`src/hw/rtl/tpf_pkg.sv`:
```
// Package for the trapezoid profile follower: payload structs, register
// indexes, controller/datapath command and status types. No dependencies.
`default_nettype none
package tpf_pkg;

  localparam int unsigned CfgAddrWidth = 5;

  localparam logic [2:0] REG_ACCEL  = 3'd0;
  localparam logic [2:0] REG_SPEED  = 3'd1;
  localparam logic [2:0] REG_GAIN   = 3'd2;
  localparam logic [2:0] REG_CLIMIT = 3'd3;
  localparam logic [2:0] REG_TICK   = 3'd4;
  localparam logic [2:0] REG_FRAC   = 3'd5;

  localparam logic [1:0] OP_START = 2'd0;
  localparam logic [1:0] OP_TICK  = 2'd1;
  localparam logic [1:0] OP_STOP  = 2'd2;

  localparam logic [30:0] ACCEL_RESET  = 31'd98304;
  localparam logic [30:0] SPEED_RESET  = 31'd131072;
  localparam logic [30:0] GAIN_RESET   = 31'd65536;
  localparam logic [30:0] CLIMIT_RESET = 31'd131072;
  localparam logic [15:0] TICK_RESET   = 16'd66;
  localparam logic [15:0] FRAC_RESET   = 16'd655;

  typedef struct packed {
    logic [1:0]         opcode;
    logic signed [31:0] target_distance;
    logic signed [31:0] measured_position;
  } in_item_t;

  typedef struct packed {
    logic signed [31:0] speed_command;
    logic               move_finished;
  } out_item_t;

  typedef struct packed {
    logic [30:0] accel_step;
    logic [30:0] speed_limit;
    logic [30:0] gain_prop;
    logic [30:0] correction_limit;
    logic [15:0] tick_period;
    logic [15:0] finish_fraction;
  } cfg_t;

  // Datapath operations, one per step issued by the controller.
  localparam logic [3:0] DP_NOP      = 4'd0;
  localparam logic [3:0] DP_LOAD     = 4'd1;  // latch item, clear command
  localparam logic [3:0] DP_ST_A     = 4'd2;  // start: divider and root setup
  localparam logic [3:0] DP_ST_DIV   = 4'd3;  // one division bit
  localparam logic [3:0] DP_ST_SQRT  = 4'd4;  // one square root step
  localparam logic [3:0] DP_ST_FIN   = 4'd5;  // choose plan
  localparam logic [3:0] DP_TK_A     = 4'd6;  // dv, tolerance, measured position along the move
  localparam logic [3:0] DP_TK_B     = 4'd7;  // finish check, phase, new speed
  localparam logic [3:0] DP_TK_C     = 4'd8;  // position increment product
  localparam logic [3:0] DP_TK_D     = 4'd9;  // new position, error
  localparam logic [3:0] DP_TK_E     = 4'd10; // error magnitude
  localparam logic [3:0] DP_TK_F     = 4'd11; // correction product
  localparam logic [3:0] DP_STOP     = 4'd12;
  localparam logic [3:0] DP_ST_PRE   = 4'd13; // start: init, vmax^2, a*mag

  typedef struct packed {
    logic [3:0] op;
  } dp_cmd_t;

  typedef struct packed {
    logic [1:0] opcode;
  } dp_status_t;

endpackage
`default_nettype wire

```
`src/hw/rtl/tpf_regs.sv`:
```
// APB-style register file for the trapezoid profile follower.
// Depends on tpf_pkg.
`default_nettype none
module tpf_regs (
  input  wire logic                           clk,
  input  wire logic                           rst,
  input  wire logic                           psel,
  input  wire logic                           penable,
  input  wire logic                           pwrite,
  input  wire logic [tpf_pkg::CfgAddrWidth-1:0] paddr,
  input  wire logic [31:0]                    pwdata,
  output logic [31:0]                         prdata,
  output tpf_pkg::cfg_t                       cfg
);
  logic       wr;
  logic [2:0] idx;

  assign wr  = psel && penable && pwrite;
  assign idx = paddr[4:2];

  always_ff @(posedge clk) begin
    if (rst) begin
      cfg.accel_step       <= tpf_pkg::ACCEL_RESET;
      cfg.speed_limit      <= tpf_pkg::SPEED_RESET;
      cfg.gain_prop        <= tpf_pkg::GAIN_RESET;
      cfg.correction_limit <= tpf_pkg::CLIMIT_RESET;
      cfg.tick_period      <= tpf_pkg::TICK_RESET;
      cfg.finish_fraction  <= tpf_pkg::FRAC_RESET;
    end else if (wr) begin
      unique case (idx)
        tpf_pkg::REG_ACCEL:  cfg.accel_step       <= pwdata[30:0];
        tpf_pkg::REG_SPEED:  cfg.speed_limit      <= pwdata[30:0];
        tpf_pkg::REG_GAIN:   cfg.gain_prop        <= pwdata[30:0];
        tpf_pkg::REG_CLIMIT: cfg.correction_limit <= pwdata[30:0];
        tpf_pkg::REG_TICK:   cfg.tick_period      <= pwdata[15:0];
        tpf_pkg::REG_FRAC:   cfg.finish_fraction  <= pwdata[15:0];
        default: ;
      endcase
    end
  end

  always_comb begin
    unique case (idx)
      tpf_pkg::REG_ACCEL:  prdata = {1'b0, cfg.accel_step};
      tpf_pkg::REG_SPEED:  prdata = {1'b0, cfg.speed_limit};
      tpf_pkg::REG_GAIN:   prdata = {1'b0, cfg.gain_prop};
      tpf_pkg::REG_CLIMIT: prdata = {1'b0, cfg.correction_limit};
      tpf_pkg::REG_TICK:   prdata = {16'd0, cfg.tick_period};
      tpf_pkg::REG_FRAC:   prdata = {16'd0, cfg.finish_fraction};
      default:             prdata = 32'd0;
    endcase
  end
endmodule
`default_nettype wire

```
`config.mk`:
```
export PLATFORM = sky130hd
export DESIGN_NAME = tpf_regs
export DESIGN_NICKNAME = d
export VERILOG_FILES = /design/src/hw/rtl/tpf_pkg.sv /design/src/hw/rtl/tpf_regs.sv
export SDC_FILE = /design/constraint.sdc
export NUM_CORES = 1
export LEC_CHECK = 0
export BUFFER_PORTS_ARGS = -buffer_cell sky130_fd_sc_hd__buf_2
export CORE_AREA = 2 2 119 121
export DETAILED_ROUTE_END_ITERATION = 10
export DIE_AREA = 0 0 121 123
export PLACE_DENSITY = 0.95
export SLEW_MARGIN = 40
export SYNTH_ARGS = -nofsm -noshare
export SYNTH_HDL_FRONTEND = slang
export SYNTH_SLANG_ARGS = --single-unit
```
`constraint.sdc`:
```
create_clock -name clk -period 1.65 [get_ports clk]
set_input_delay 0 -clock clk [delete_from_list [all_inputs] [get_ports clk]]
set_output_delay 0 -clock clk [all_outputs]
set_load 0.01 [all_outputs]
```
==> metrics <==
Placed Cells=1183; largest registers=cfg (156); all-layer global routing usage=0.342; level count of the clock H-tree=4; number of cells on the worst hold path=4; final std cells w/o fill=1248; fraction of the yosys area taken by sequential cells=0.416; Setup Slack @ Placement=0.119 ns; final hold viol count=0; most instantiated flip-flop cell in the synthesis netlist=sky130_fd_sc_hd__dfxtp_1; number of design rule violations left after detail routing=0; capturing element of the worst setup path=prdata[8]; largest family of logic cells by synthesized area=simple AND/OR/NAND/NOR gates; Synthesis Warnings=0; global-route wire length before repair=39300 um; area fraction in and, or, nand and nor cells after synthesis=0.180; actual transition at the worst max-transition pin=0.604 ns; maximum count of clock buffers along a single path=2; terminus of the critical flop-to-flop path=cfg[44]; Cell variety after synth=37; cell depth of the worst flop-to-flop path=3; num rows=43; FF-to-FF setup slack=0.42 ns; Synth Area in XOR/XNOR=0; pwr dens=864 nW/um^2; GPL Wtd Cong=0.870; CTS Sinks=156; mean post-synth cell area=9.10 um^2; setup tns final=0 ns; area of the multi-input gates=3960 um^2; root buffer cell=sky130_fd_sc_hd__clkbuf_16; min Tclk post-route=1.57 ns; result of the run=complete, no violations; Total Wirelength=25900 um; # IOs=230; register with the highest flop count=cfg; antenna violations before repair=0; postcts setup bufs=0; Storage cell area=3120 um^2; max_slew headroom=0.597; post-CTS clock slew at the launch and capture registers of the worst setup and hold paths=0.07 ns; number of filler cells placed in the layout=947; share of layout cells above drive strength 1=0.325; clock tree from TritonCTS=yes; worst setup path start=cfg[102]; synthesized netlist cell count=825; mapped cell area=7510 um^2; wire length per cell=20.7 um; final cycle utilization of the critical path=0.951; maximum number of pins on one net before global-route repair=70; type of origin of the critical path=flip-flop; global route total overflow=0; CORE AREA=13600 um^2; required arrival time at the worst endpoint=1.65 ns; hpwl dp=16500 um; final net count=1097; synth-to-layout area growth=29.6%; type of the tightest min-delay check=in -> reg; number of setup violations in the final report=0; placed cell area=8820 um^2; summed area of non-filler cells in the final layout=9730 um^2; static power due to leakage=4.30 nW; number of buffers added by the clock tree synthesis step=17; adder and majority cell fraction of the synthesized area=0; worst setup path category=reg -> out; unrepaired setup endpoints after global routing=no; final critical-path setup slack=0.0806 ns; detail-routed via count per cell=6.23; Compound-Gate Fraction of Synth Area=0.174; height of the die=123 um; max FFs per register=156; initial core utilization=0.552; Detailed Route Iter0 Violations=741; Antenna Nets Post-Route=0; maximum clock skew at final layout=0 ns; Max Fclk=637 MHz; max-cap check violation count=0; total die area=14900 um^2; startpoint of the lowest-slack register-to-register path=cfg[44]; Final Max Slew Viols=0; Crit Path Max Fanout=3; total nets after synthesis=867; via count=7781; EDFF count, synth=0; Final Core Density=0.715; Pre-antenna DRT Iters=7; clock latency of the later-clocked register in the worst-skew pair=0.43 ns; number of global-route vias before repair=7726; kind of end point of the critical path=output port; die boundary width=121 um; ys async rst share=0; register bit count reported by yosys=156; maximum VDD drop=0.000639 V; portion of netlist area occupied by mux cells=0.170; input/output buffers=225; worst path arrival time=1.57 ns
## logic make-up after synthesis
| group | after synthesis |
|---|---|
| AND/OR/NAND/NOR | 235 |
| AO/OA/AOI/OAI | 238 |
| other | 1 |
| buffers and inverters | 90 |
| flip-flops | 156 |
| multiplexers | 105 |
## layer usage
metal | track usage | share of wire
met5 | 0 | 0
met1 | 0.388 | 0.36
met3 | 0.0927 | 0.095
met4 | 0.238 | 0.060
met2 | 0.561 | 0.48
## repair_timing
item | in CTS | in global routing
hold buffers | 33 | 0
resized for setup | 0 | 3
endpoints found under the setup margin | 0 | 3
hold endpoints to repair | 152 | 0
## synthesized netlist by cell type, types with 2 or more instances
cell | instances | share of area
sky130_fd_sc_hd__o21ai_1 | 6 | 0.0040
sky130_fd_sc_hd__clkbuf_1 | 43 | 0.021
sky130_fd_sc_hd__buf_4 | 7 | 0.0070
sky130_fd_sc_hd__dfxtp_1 | 156 | 0.42
sky130_fd_sc_hd__inv_1 | 4 | 0.0020
sky130_fd_sc_hd__a22oi_1 | 13 | 0.013
sky130_fd_sc_hd__mux2_2 | 29 | 0.043
sky130_fd_sc_hd__o22ai_1 | 2 | 0.0017
sky130_fd_sc_hd__or3_1 | 5 | 0.0042
sky130_fd_sc_hd__buf_2 | 30 | 0.020
sky130_fd_sc_hd__buf_6 | 4 | 0.0060
sky130_fd_sc_hd__a21oi_1 | 67 | 0.045
sky130_fd_sc_hd__nor3_1 | 4 | 0.0027
sky130_fd_sc_hd__o31ai_1 | 3 | 0.0030
sky130_fd_sc_hd__o32ai_1 | 3 | 0.0035
sky130_fd_sc_hd__mux2i_1 | 61 | 0.081
sky130_fd_sc_hd__a221oi_1 | 7 | 0.0082
sky130_fd_sc_hd__nand2_1 | 2 | 0.0010
sky130_fd_sc_hd__nor2b_1 | 55 | 0.046
sky130_fd_sc_hd__mux4_2 | 15 | 0.045
sky130_fd_sc_hd__o21ai_0 | 130 | 0.087
sky130_fd_sc_hd__a221o_1 | 5 | 0.0067
sky130_fd_sc_hd__nor2_1 | 27 | 0.013
sky130_fd_sc_hd__a32oi_1 | 2 | 0.0023
sky130_fd_sc_hd__nand2b_1 | 74 | 0.062
sky130_fd_sc_hd__nand3_1 | 60 | 0.040
## critical path, cell delays in order (launching register included)
cell,delay [ns]
sky130_fd_sc_hd__dfxtp_1,0.33
sky130_fd_sc_hd__mux2i_1,0.22
sky130_fd_sc_hd__o32ai_1,0.16
sky130_fd_sc_hd__a221o_1,0.27
sky130_fd_sc_hd__buf_2,0.15
## area by class of cell
cell class	count	share of cell area
well taps	180	0.0232
inverters	4	0.00154
repair buffers	297	0.189
multi-input cells	579	0.407
flip-flops and latches	156	0.321
clock buffers	20	0.0449
diodes	1	0.000257
clock inverters	11	0.0126
## placed cells by master (no fill, tap or decap), types with 4 or more instances in the layout
cell type	count
sky130_fd_sc_hd__dfxtp_1	156
sky130_fd_sc_hd__nor2b_1	54
sky130_fd_sc_hd__clkbuf_16	17
sky130_fd_sc_hd__buf_2	224
sky130_fd_sc_hd__mux2_2	29
sky130_fd_sc_hd__o21ai_1	7
sky130_fd_sc_hd__a221o_1	5
sky130_fd_sc_hd__nand2b_1	74
sky130_fd_sc_hd__o21ai_0	129
sky130_fd_sc_hd__buf_12	7
sky130_fd_sc_hd__a21oi_1	67
sky130_fd_sc_hd__or3_1	5
sky130_fd_sc_hd__mux4_2	15
sky130_fd_sc_hd__a22oi_1	13
sky130_fd_sc_hd__clkinvlp_4	4
sky130_fd_sc_hd__inv_1	4
sky130_fd_sc_hd__nand3_1	60
sky130_fd_sc_hd__a221oi_1	5
sky130_fd_sc_hd__mux2i_1	61
sky130_fd_sc_hd__buf_4	33
sky130_fd_sc_hd__nor2_1	27
sky130_fd_sc_hd__dlygate4sd3_1	33
## worst min-delay path by stage
| stage | slack, ns | end | startpoint |
|---|---|---|---|
| final | 0.08 | cfg[6] | pwrite |
| after global routing | 0.11 | cfg[5] | pwrite |
| after CTS | 0.06 | cfg[5] | pwrite |
| after detailed placement | 0.28 | cfg[44] | pwdata[12] |
| after global placement | 0.28 | cfg[42] | pwdata[10] |
| after floorplan | 0.15 | cfg[100] | pwdata[6] |
## through the flow
| step | total power, W | hold WS (ns) |
|---|---|---|
| floorplan | 0.00431 | 0.148 |
| global placement | 0.00459 | 0.276 |
| detailed placement | 0.00460 | 0.284 |
| CTS | 0.00839 | 0.0572 |
| global route | 0.00863 | 0.110 |
| finish | 0.00841 | 0.0792 |
## power breakdown
group	switching, W	leakage [nW]	internal, W
sequential	0.0000234	1.26	0.00379
clock	0.00158	0.262	0.00221
combinational	0.000480	2.78	0.000321
total	0.00208	4.30	0.00632
(Power assumes the default switching activity.)
