===== src/hw/rtl/tpf_pkg.sv =====
// Package for the trapezoid profile follower: payload structs, register
// indexes, controller/datapath command and status types. No dependencies.
`default_nettype none
package tpf_pkg;

  localparam int unsigned CfgAddrWidth = 5;

  localparam logic [2:0] REG_ACCEL  = 3'd0;
  localparam logic [2:0] REG_SPEED  = 3'd1;
  localparam logic [2:0] REG_GAIN   = 3'd2;
  localparam logic [2:0] REG_CLIMIT = 3'd3;
  localparam logic [2:0] REG_TICK   = 3'd4;
  localparam logic [2:0] REG_FRAC   = 3'd5;

  localparam logic [1:0] OP_START = 2'd0;
  localparam logic [1:0] OP_TICK  = 2'd1;
  localparam logic [1:0] OP_STOP  = 2'd2;

  localparam logic [30:0] ACCEL_RESET  = 31'd98304;
  localparam logic [30:0] SPEED_RESET  = 31'd131072;
  localparam logic [30:0] GAIN_RESET   = 31'd65536;
  localparam logic [30:0] CLIMIT_RESET = 31'd131072;
  localparam logic [15:0] TICK_RESET   = 16'd66;
  localparam logic [15:0] FRAC_RESET   = 16'd655;

  typedef struct packed {
    logic [1:0]         opcode;
    logic signed [31:0] target_distance;
    logic signed [31:0] measured_position;
  } in_item_t;

  typedef struct packed {
    logic signed [31:0] speed_command;
    logic               move_finished;
  } out_item_t;

  typedef struct packed {
    logic [30:0] accel_step;
    logic [30:0] speed_limit;
    logic [30:0] gain_prop;
    logic [30:0] correction_limit;
    logic [15:0] tick_period;
    logic [15:0] finish_fraction;
  } cfg_t;

  // Datapath operations, one per step issued by the controller.
  localparam logic [3:0] DP_NOP      = 4'd0;
  localparam logic [3:0] DP_LOAD     = 4'd1;  // latch item, clear command
  localparam logic [3:0] DP_ST_A     = 4'd2;  // start: divider and root setup
  localparam logic [3:0] DP_ST_DIV   = 4'd3;  // one division bit
  localparam logic [3:0] DP_ST_SQRT  = 4'd4;  // one square root step
  localparam logic [3:0] DP_ST_FIN   = 4'd5;  // choose plan
  localparam logic [3:0] DP_TK_A     = 4'd6;  // dv, tolerance, measured position along the move
  localparam logic [3:0] DP_TK_B     = 4'd7;  // finish check, phase, new speed
  localparam logic [3:0] DP_TK_C     = 4'd8;  // position increment product
  localparam logic [3:0] DP_TK_D     = 4'd9;  // new position, error
  localparam logic [3:0] DP_TK_E     = 4'd10; // error magnitude
  localparam logic [3:0] DP_TK_F     = 4'd11; // correction product
  localparam logic [3:0] DP_STOP     = 4'd12;
  localparam logic [3:0] DP_ST_PRE   = 4'd13; // start: init, vmax^2, a*mag

  typedef struct packed {
    logic [3:0] op;
  } dp_cmd_t;

  typedef struct packed {
    logic [1:0] opcode;
  } dp_status_t;

endpackage
`default_nettype wire


===== src/hw/rtl/tpf_ctrl.sv =====
// Controller of the trapezoid profile follower: sequences the datapath
// and runs the input and output handshakes. Depends on tpf_pkg.
`default_nettype none
module tpf_ctrl (
  input  wire logic              clk,
  input  wire logic              rst,
  input  wire logic              in_valid,
  output logic                   in_ready,
  output logic                   out_valid,
  input  wire logic              out_ready,
  input  tpf_pkg::dp_status_t    status,
  output tpf_pkg::dp_cmd_t       cmd
);
  localparam logic [3:0] S_IDLE = 4'd0;
  localparam logic [3:0] S_DEC  = 4'd1;
  localparam logic [3:0] S_PRE  = 4'd2;
  localparam logic [3:0] S_A    = 4'd3;
  localparam logic [3:0] S_DIV  = 4'd4;
  localparam logic [3:0] S_SQ   = 4'd5;
  localparam logic [3:0] S_FIN  = 4'd6;
  localparam logic [3:0] S_TA   = 4'd7;
  localparam logic [3:0] S_TB   = 4'd8;
  localparam logic [3:0] S_TC   = 4'd9;
  localparam logic [3:0] S_TD   = 4'd10;
  localparam logic [3:0] S_TE   = 4'd11;
  localparam logic [3:0] S_TF   = 4'd12;
  localparam logic [3:0] S_WR   = 4'd13;
  localparam logic [3:0] S_OUT  = 4'd14;

  logic [3:0] state, state_next;
  logic [5:0] count, count_next;

  assign in_ready  = (state == S_IDLE);
  assign out_valid = (state == S_OUT);

  always_comb begin
    state_next = state;
    count_next = count;
    cmd.op     = tpf_pkg::DP_NOP;
    unique case (state)
      S_IDLE: if (in_valid) begin
        cmd.op = tpf_pkg::DP_LOAD;
        state_next = S_DEC;
      end
      S_DEC: begin
        priority case (status.opcode)
          tpf_pkg::OP_START: state_next = S_PRE;
          tpf_pkg::OP_TICK:  state_next = S_TA;
          tpf_pkg::OP_STOP: begin
            cmd.op = tpf_pkg::DP_STOP;
            state_next = S_OUT;
          end
          default: state_next = S_WR;
        endcase
      end
      S_PRE: begin cmd.op = tpf_pkg::DP_ST_PRE; state_next = S_A; end
      S_A: begin
        cmd.op = tpf_pkg::DP_ST_A;
        count_next = '0;
        state_next = S_DIV;
      end
      S_DIV: begin
        cmd.op = tpf_pkg::DP_ST_DIV;
        count_next = count + 6'd1;
        if (count == 6'd62) begin
          count_next = '0;
          state_next = S_SQ;
        end
      end
      S_SQ: begin
        cmd.op = tpf_pkg::DP_ST_SQRT;
        count_next = count + 6'd1;
        if (count == 6'd31) state_next = S_FIN;
      end
      S_FIN: begin cmd.op = tpf_pkg::DP_ST_FIN; state_next = S_OUT; end
      S_TA: begin cmd.op = tpf_pkg::DP_TK_A; state_next = S_TB; end
      S_TB: begin cmd.op = tpf_pkg::DP_TK_B; state_next = S_TC; end
      S_TC: begin cmd.op = tpf_pkg::DP_TK_C; state_next = S_TD; end
      S_TD: begin cmd.op = tpf_pkg::DP_TK_D; state_next = S_TE; end
      S_TE: begin cmd.op = tpf_pkg::DP_TK_E; state_next = S_TF; end
      S_TF: begin cmd.op = tpf_pkg::DP_TK_F; state_next = S_WR; end
      S_WR: state_next = S_OUT;  // datapath forms the command on a no-op
      S_OUT: if (out_ready) state_next = S_IDLE;
      default: state_next = S_IDLE;
    endcase
  end

  always_ff @(posedge clk) begin
    if (rst) begin
      state <= S_IDLE;
      count <= '0;
    end else begin
      state <= state_next;
      count <= count_next;
    end
  end
endmodule
`default_nettype wire


===== config.mk =====
export PLATFORM = sky130hd
export DESIGN_NAME = tpf_ctrl
export DESIGN_NICKNAME = d
export VERILOG_FILES = /design/src/hw/rtl/tpf_pkg.sv /design/src/hw/rtl/tpf_ctrl.sv
export SDC_FILE = /design/constraint.sdc
export NUM_CORES = 1
export LEC_CHECK = 0
export BUFFER_PORTS_ARGS = -buffer_cell sky130_fd_sc_hd__buf_2
export CAP_MARGIN = 20
export CORE_MARGIN = 2
export CORE_UTILIZATION = 60
export CTS_BUF_LIST = sky130_fd_sc_hd__clkbuf_8
export DETAILED_ROUTE_END_ITERATION = 8
export PLACE_DENSITY = 0.83
export SKIP_LAST_GASP = 1
export SLEW_MARGIN = 0
export SYNTH_ARGS = -nofsm -noshare
export SYNTH_HDL_FRONTEND = slang
export SYNTH_SLANG_ARGS = --single-unit

===== constraint.sdc =====
create_clock -name clk -period 2.5 [get_ports clk]
set_clock_uncertainty 0.15 [all_clocks]
set_input_delay 0 -clock clk [delete_from_list [all_inputs] [get_ports clk]]
set_output_delay 0 -clock clk [all_outputs]
set_load 0.01 [all_outputs]

==> metrics.txt <==
# TYPE chip_impl_metric gauge
chip_impl_metric{name="layout.core_utilization",unit=""} 0.717
chip_impl_metric{name="cp_data_required_time",unit="ps"} 2480
chip_impl_metric{name="area_growth_syn_to_layout",unit="%"} 13.9
chip_impl_metric{name="ys_types",unit=""} 40
chip_impl_metric{name="synth-seq-area-share",unit=""} 0.248
chip_impl_metric{name="cp.buffers_inverters",unit=""} 0
chip_impl_info{name="path_class",value="reg2reg"} 1
chip_impl_metric{name="via_count",unit=""} 789
chip_impl_metric{name="synth_area_per_cell",unit="um^2"} 7.55
chip_impl_info{name="cts_tree",value="yes"} 1
chip_impl_metric{name="via_per_inst",unit=""} 6.02
chip_impl_metric{name="power_per_cell_area",unit="nW/um^2"} 1150
chip_impl_metric{name="insertedDiodeCount",unit=""} 0
chip_impl_metric{name="postSynthCellCount",unit=""} 107
chip_impl_metric{name="finalWorstSetupSlack",unit="ps"} 659
chip_impl_metric{name="wirelength_met1",unit="um"} 867
chip_impl_metric{name="setup_viol",unit=""} 0
chip_impl_metric{name="finalWorstPathRequiredPeriod",unit="ps"} 1840
chip_impl_info{name="outcome",value="completed"} 1
chip_impl_metric{name="grt_use_total",unit=""} 0.249
chip_impl_info{name="post_synth_main_area_contributors",value="sky130_fd_sc_hd__dfxtp_1 25%, sky130_fd_sc_hd__nor2_1 5.1%, sky130_fd_sc_hd__a21oi_1 4.3%"} 1
chip_impl_metric{name="max-clock-path-buffers",unit=""} 2
chip_impl_info{name="cell_with_the_most_instances_after_synthesis",value="sky130_fd_sc_hd__nor2_1"} 1
chip_impl_metric{name="fin_worst_hold_slack",unit="ps"} 66.2
chip_impl_metric{name="synthAdderAreaFrac",unit=""} 0.0310
chip_impl_metric{name="post-place-ws",unit="ps"} 698
chip_impl_metric{name="fp.dieW",unit="um"} 40.7
chip_impl_metric{name="top_level_ports",unit=""} 12
chip_impl_info{name="hp-start",value="status[0]"} 1
chip_impl_metric{name="clock-sinks",unit=""} 10
chip_impl_metric{name="fin_tns_setup",unit="ps"} 0
chip_impl_metric{name="finalPower",unit="mW"} 1.05
chip_impl_info{name="regToRegStartpoint",value="state[1]"} 1
chip_impl_metric{name="post_synth_and_or_nand_nor_area_fraction",unit=""} 0.333
chip_impl_metric{name="p_int",unit="uW"} 599
chip_impl_metric{name="synth.cell_area",unit="um^2"} 808
chip_impl_metric{name="met2WireLength",unit="um"} 733
chip_impl_metric{name="worst-endpoint-arrival",unit="ps"} 1820
chip_impl_metric{name="clk-insertion-delay-late",unit="ps"} 240
chip_impl_info{name="critical-path-top-delay-family",value="simple AND/OR/NAND/NOR gates"} 1
chip_impl_metric{name="report.final.hold_viol_count",unit=""} 0
chip_impl_metric{name="routed_wl",unit="mm"} 1.70
chip_impl_metric{name="drc",unit=""} 0
chip_impl_info{name="post_synth_most_frequent_cells",value="11 x sky130_fd_sc_hd__nor2_1, 10 x sky130_fd_sc_hd__dfxtp_1, 7 x sky130_fd_sc_hd__a21oi_1, 7 x sky130_fd_sc_hd__nand2_1, 6 x sky130_fd_sc_hd__o21ai_0"} 1
chip_impl_metric{name="fmaxAchievable",unit="GHz"} 0.543
chip_impl_metric{name="yosysWarnings",unit=""} 0
chip_impl_metric{name="htreeDepth",unit=""} 1
chip_impl_metric{name="floorplan.die.height",unit="um"} 40.7
chip_impl_metric{name="grt_start_max_net_pins",unit=""} 22
chip_impl_info{name="synth_top_family_by_area",value="simple AND/OR/NAND/NOR gates"} 1
chip_impl_metric{name="post_dp_cell_area",unit="um^2"} 846
chip_impl_metric{name="detailedRoute.firstIterationViolations",unit=""} 10
chip_impl_info{name="crit_path_start_kind",value="flip-flop"} 1
chip_impl_metric{name="final_design_area_excluding_fillers",unit="um^2"} 921
chip_impl_metric{name="slew_headroom",unit=""} 0.570
chip_impl_metric{name="tightestPinTransition",unit="ps"} 645
chip_impl_metric{name="nNetsFinal",unit=""} 125
chip_impl_metric{name="comb_power_share",unit=""} 0.491
chip_impl_metric{name="p_leak",unit="nW"} 0.349
chip_impl_metric{name="antenna_found_initial",unit=""} 0
chip_impl_info{name="worstHoldPathType",value="in2reg"} 1
chip_impl_info{name="clockRootBuffer",value="sky130_fd_sc_hd__clkbuf_8"} 1
chip_impl_metric{name="post_synth_xor_xnor_area",unit=""} 0.0325
chip_impl_metric{name="finalNonFillerCells",unit=""} 131
chip_impl_info{name="timing.critical_path.to_type",value="flip-flop"} 1
chip_impl_metric{name="timing.final.max_slew_violations",unit=""} 0
chip_impl_metric{name="synthDominantCellAreaShare",unit=""} 0.248
chip_impl_info{name="highest-signal-layer",value="met4"} 1
chip_impl_metric{name="routability_driven_placement_congestion_ratio",unit=""} 0.836
chip_impl_info{name="cell_chain_of_the_critical_path",value="or3b_1, a211oi_2, xnor2_1, nor2_2"} 1
chip_impl_metric{name="cts.repair_timing.setup_buffer_count",unit=""} 0
chip_impl_metric{name="clock_power_share",unit=""} 0.193
chip_impl_metric{name="critPathMaxFanout",unit=""} 20
chip_impl_metric{name="synth_compound_gate_area_share",unit=""} 0.279
chip_impl_metric{name="reg2reg_setup_slack",unit="ps"} 660
chip_impl_metric{name="seqPwrFrac",unit=""} 0.315
chip_impl_metric{name="synth-seq-cells",unit=""} 10
chip_impl_metric{name="finalCritPeriodShare",unit=""} 0.736
chip_impl_metric{name="max-cap-violations",unit=""} 0
chip_impl_info{name="timing.critical_path.from",value="state[1]"} 1
chip_impl_metric{name="grt_pass1_wl",unit="mm"} 2.73
chip_impl_metric{name="power.switching_fraction",unit=""} 0.432
chip_impl_metric{name="antenna_left",unit=""} 0
chip_impl_metric{name="die-area",unit="um^2"} 1660
chip_impl_metric{name="met3_wirelength",unit="um"} 69
chip_impl_info{name="crit_slowest_cell",value="sky130_fd_sc_hd__or3b_1"} 1
chip_impl_metric{name="synth.area.mux_share",unit=""} 0
chip_impl_metric{name="grt-ovfl-total",unit=""} 0
chip_impl_metric{name="final_layout_size_suffix_gt1_frac",unit=""} 0.198
chip_impl_metric{name="ys_async_sr_fraction",unit=""} 0
chip_impl_metric{name="coreArea",unit="um^2"} 1280
chip_impl_metric{name="place.detailed.hpwl",unit="mm"} 1.19
chip_impl_metric{name="grt_pass1_vias",unit=""} 651
chip_impl_metric{name="net_count_of_the_mapped_netlist",unit=""} 115
chip_impl_metric{name="std_cell_rows",unit=""} 13
chip_impl_metric{name="routed_wire_length_per_instance",unit="um"} 12.9
chip_impl_metric{name="numPlacedInstances",unit=""} 125
chip_impl_metric{name="worst_vdd_ir",unit="V"} 0.000680
chip_impl_metric{name="drt_pre_antenna_iters",unit=""} 4
chip_impl_metric{name="synth_enable_flop_cells",unit=""} 0
chip_impl_metric{name="effective_utilization_at_floorplan",unit=""} 0.629
chip_impl_metric{name="cts_buffers",unit=""} 3
chip_impl_metric{name="clkSlewWorstSetupHoldPaths",unit="ps"} 50
chip_impl_metric{name="switchingPower",unit="uW"} 456
chip_impl_metric{name="critPathMaxStageDelay",unit="ps"} 570
chip_impl_info{name="synth_top_area_cell",value="sky130_fd_sc_hd__dfxtp_1"} 1
chip_impl_info{name="rsz_0062_raised_after_global_routing",value="no"} 1
chip_impl_info{name="most_used_dff_post_synth",value="sky130_fd_sc_hd__dfxtp_1"} 1
chip_impl_metric{name="io_buffers",unit=""} 11
-- final timing paths --
kind,cells past startpoint,endpoint
setup / recovery,4,count[5]
hold / removal,4,state[1]
setup reg to reg,4,count[5]
hold reg to reg,2,count[3]
-- final cells by class --
| class | instances | area [um^2] |
|---|---|---|
| clock buffer | 4 | 55.1 |
| timing repair buffer | 15 | 90.1 |
| tap | 15 | 18.8 |
| multi-input combinational | 84 | 546 |
| inverter | 3 | 11.3 |
| sequential | 10 | 200 |
| fill | 101 | 364 |
-- worst min-delay path, cell delays in order --
cell and delay (ps):
sky130_fd_sc_hd__buf_2 100, sky130_fd_sc_hd__a31oi_1 70, sky130_fd_sc_hd__a21oi_1 150, sky130_fd_sc_hd__o31ai_1 70
-- kinds of logic (layout without fill, tap and decap cells) --
logic type                 Yosys count  count (layout)
DFF                                 10              10
buffers and inverters               13              22
and+or+nand+nor                     46              46
AOI/OAI and AO/OA                   33              33
xor gates and xnor gates             3               3
adders and majority gates            2               2
-- registers in the layout, indices dropped and copies added, names as in the netlist --
register and flops:
state 4, count 6
-- power groups by stage --
stage,registers (mW),clock network (mW),logic (mW)
after floorplan,0.235,0,0.501
after global placement,0.327,0,0.504
after detailed placement,0.333,0,0.515
after CTS,0.330,0.207,0.520
after global routing,0.349,0.211,0.588
final,0.333,0.204,0.518
-- cell usage in the layout (no fill, tap or decap), types with 3 or more instances in the layout --
cell | synthesis | routed
sky130_fd_sc_hd__inv_1 | 3 | 3
sky130_fd_sc_hd__nand3b_1 | 3 | 3
sky130_fd_sc_hd__nand2_1 | 7 | 7
sky130_fd_sc_hd__buf_2 | 4 | 11
sky130_fd_sc_hd__a21o_1 | 3 | 3
sky130_fd_sc_hd__xnor2_1 | 3 | 3
sky130_fd_sc_hd__dfxtp_1 | 10 | 10
sky130_fd_sc_hd__o21ai_0 | 6 | 6
sky130_fd_sc_hd__nand3_1 | 5 | 5
sky130_fd_sc_hd__a21oi_1 | 7 | 7
sky130_fd_sc_hd__nor2_1 | 11 | 11
sky130_fd_sc_hd__a31oi_1 | 4 | 4
sky130_fd_sc_hd__clkbuf_8 | 0 | 4
-- per-layer routing --
metal / track usage / vias to the layer above
li1: - / 413
met1: 0.319 / 358
met2: 0.393 / 14
met3: 0.0652 / 4
met4: 0.100 / 0
met5: 0 / -
-- repair_timing --
item                      4_1_cts  5_1_grt
hold buffers                    2        0
gates resized for setup         0        0
hold endpoints to repair        5        0
Note: power is estimated with default switching activity, not from simulation.
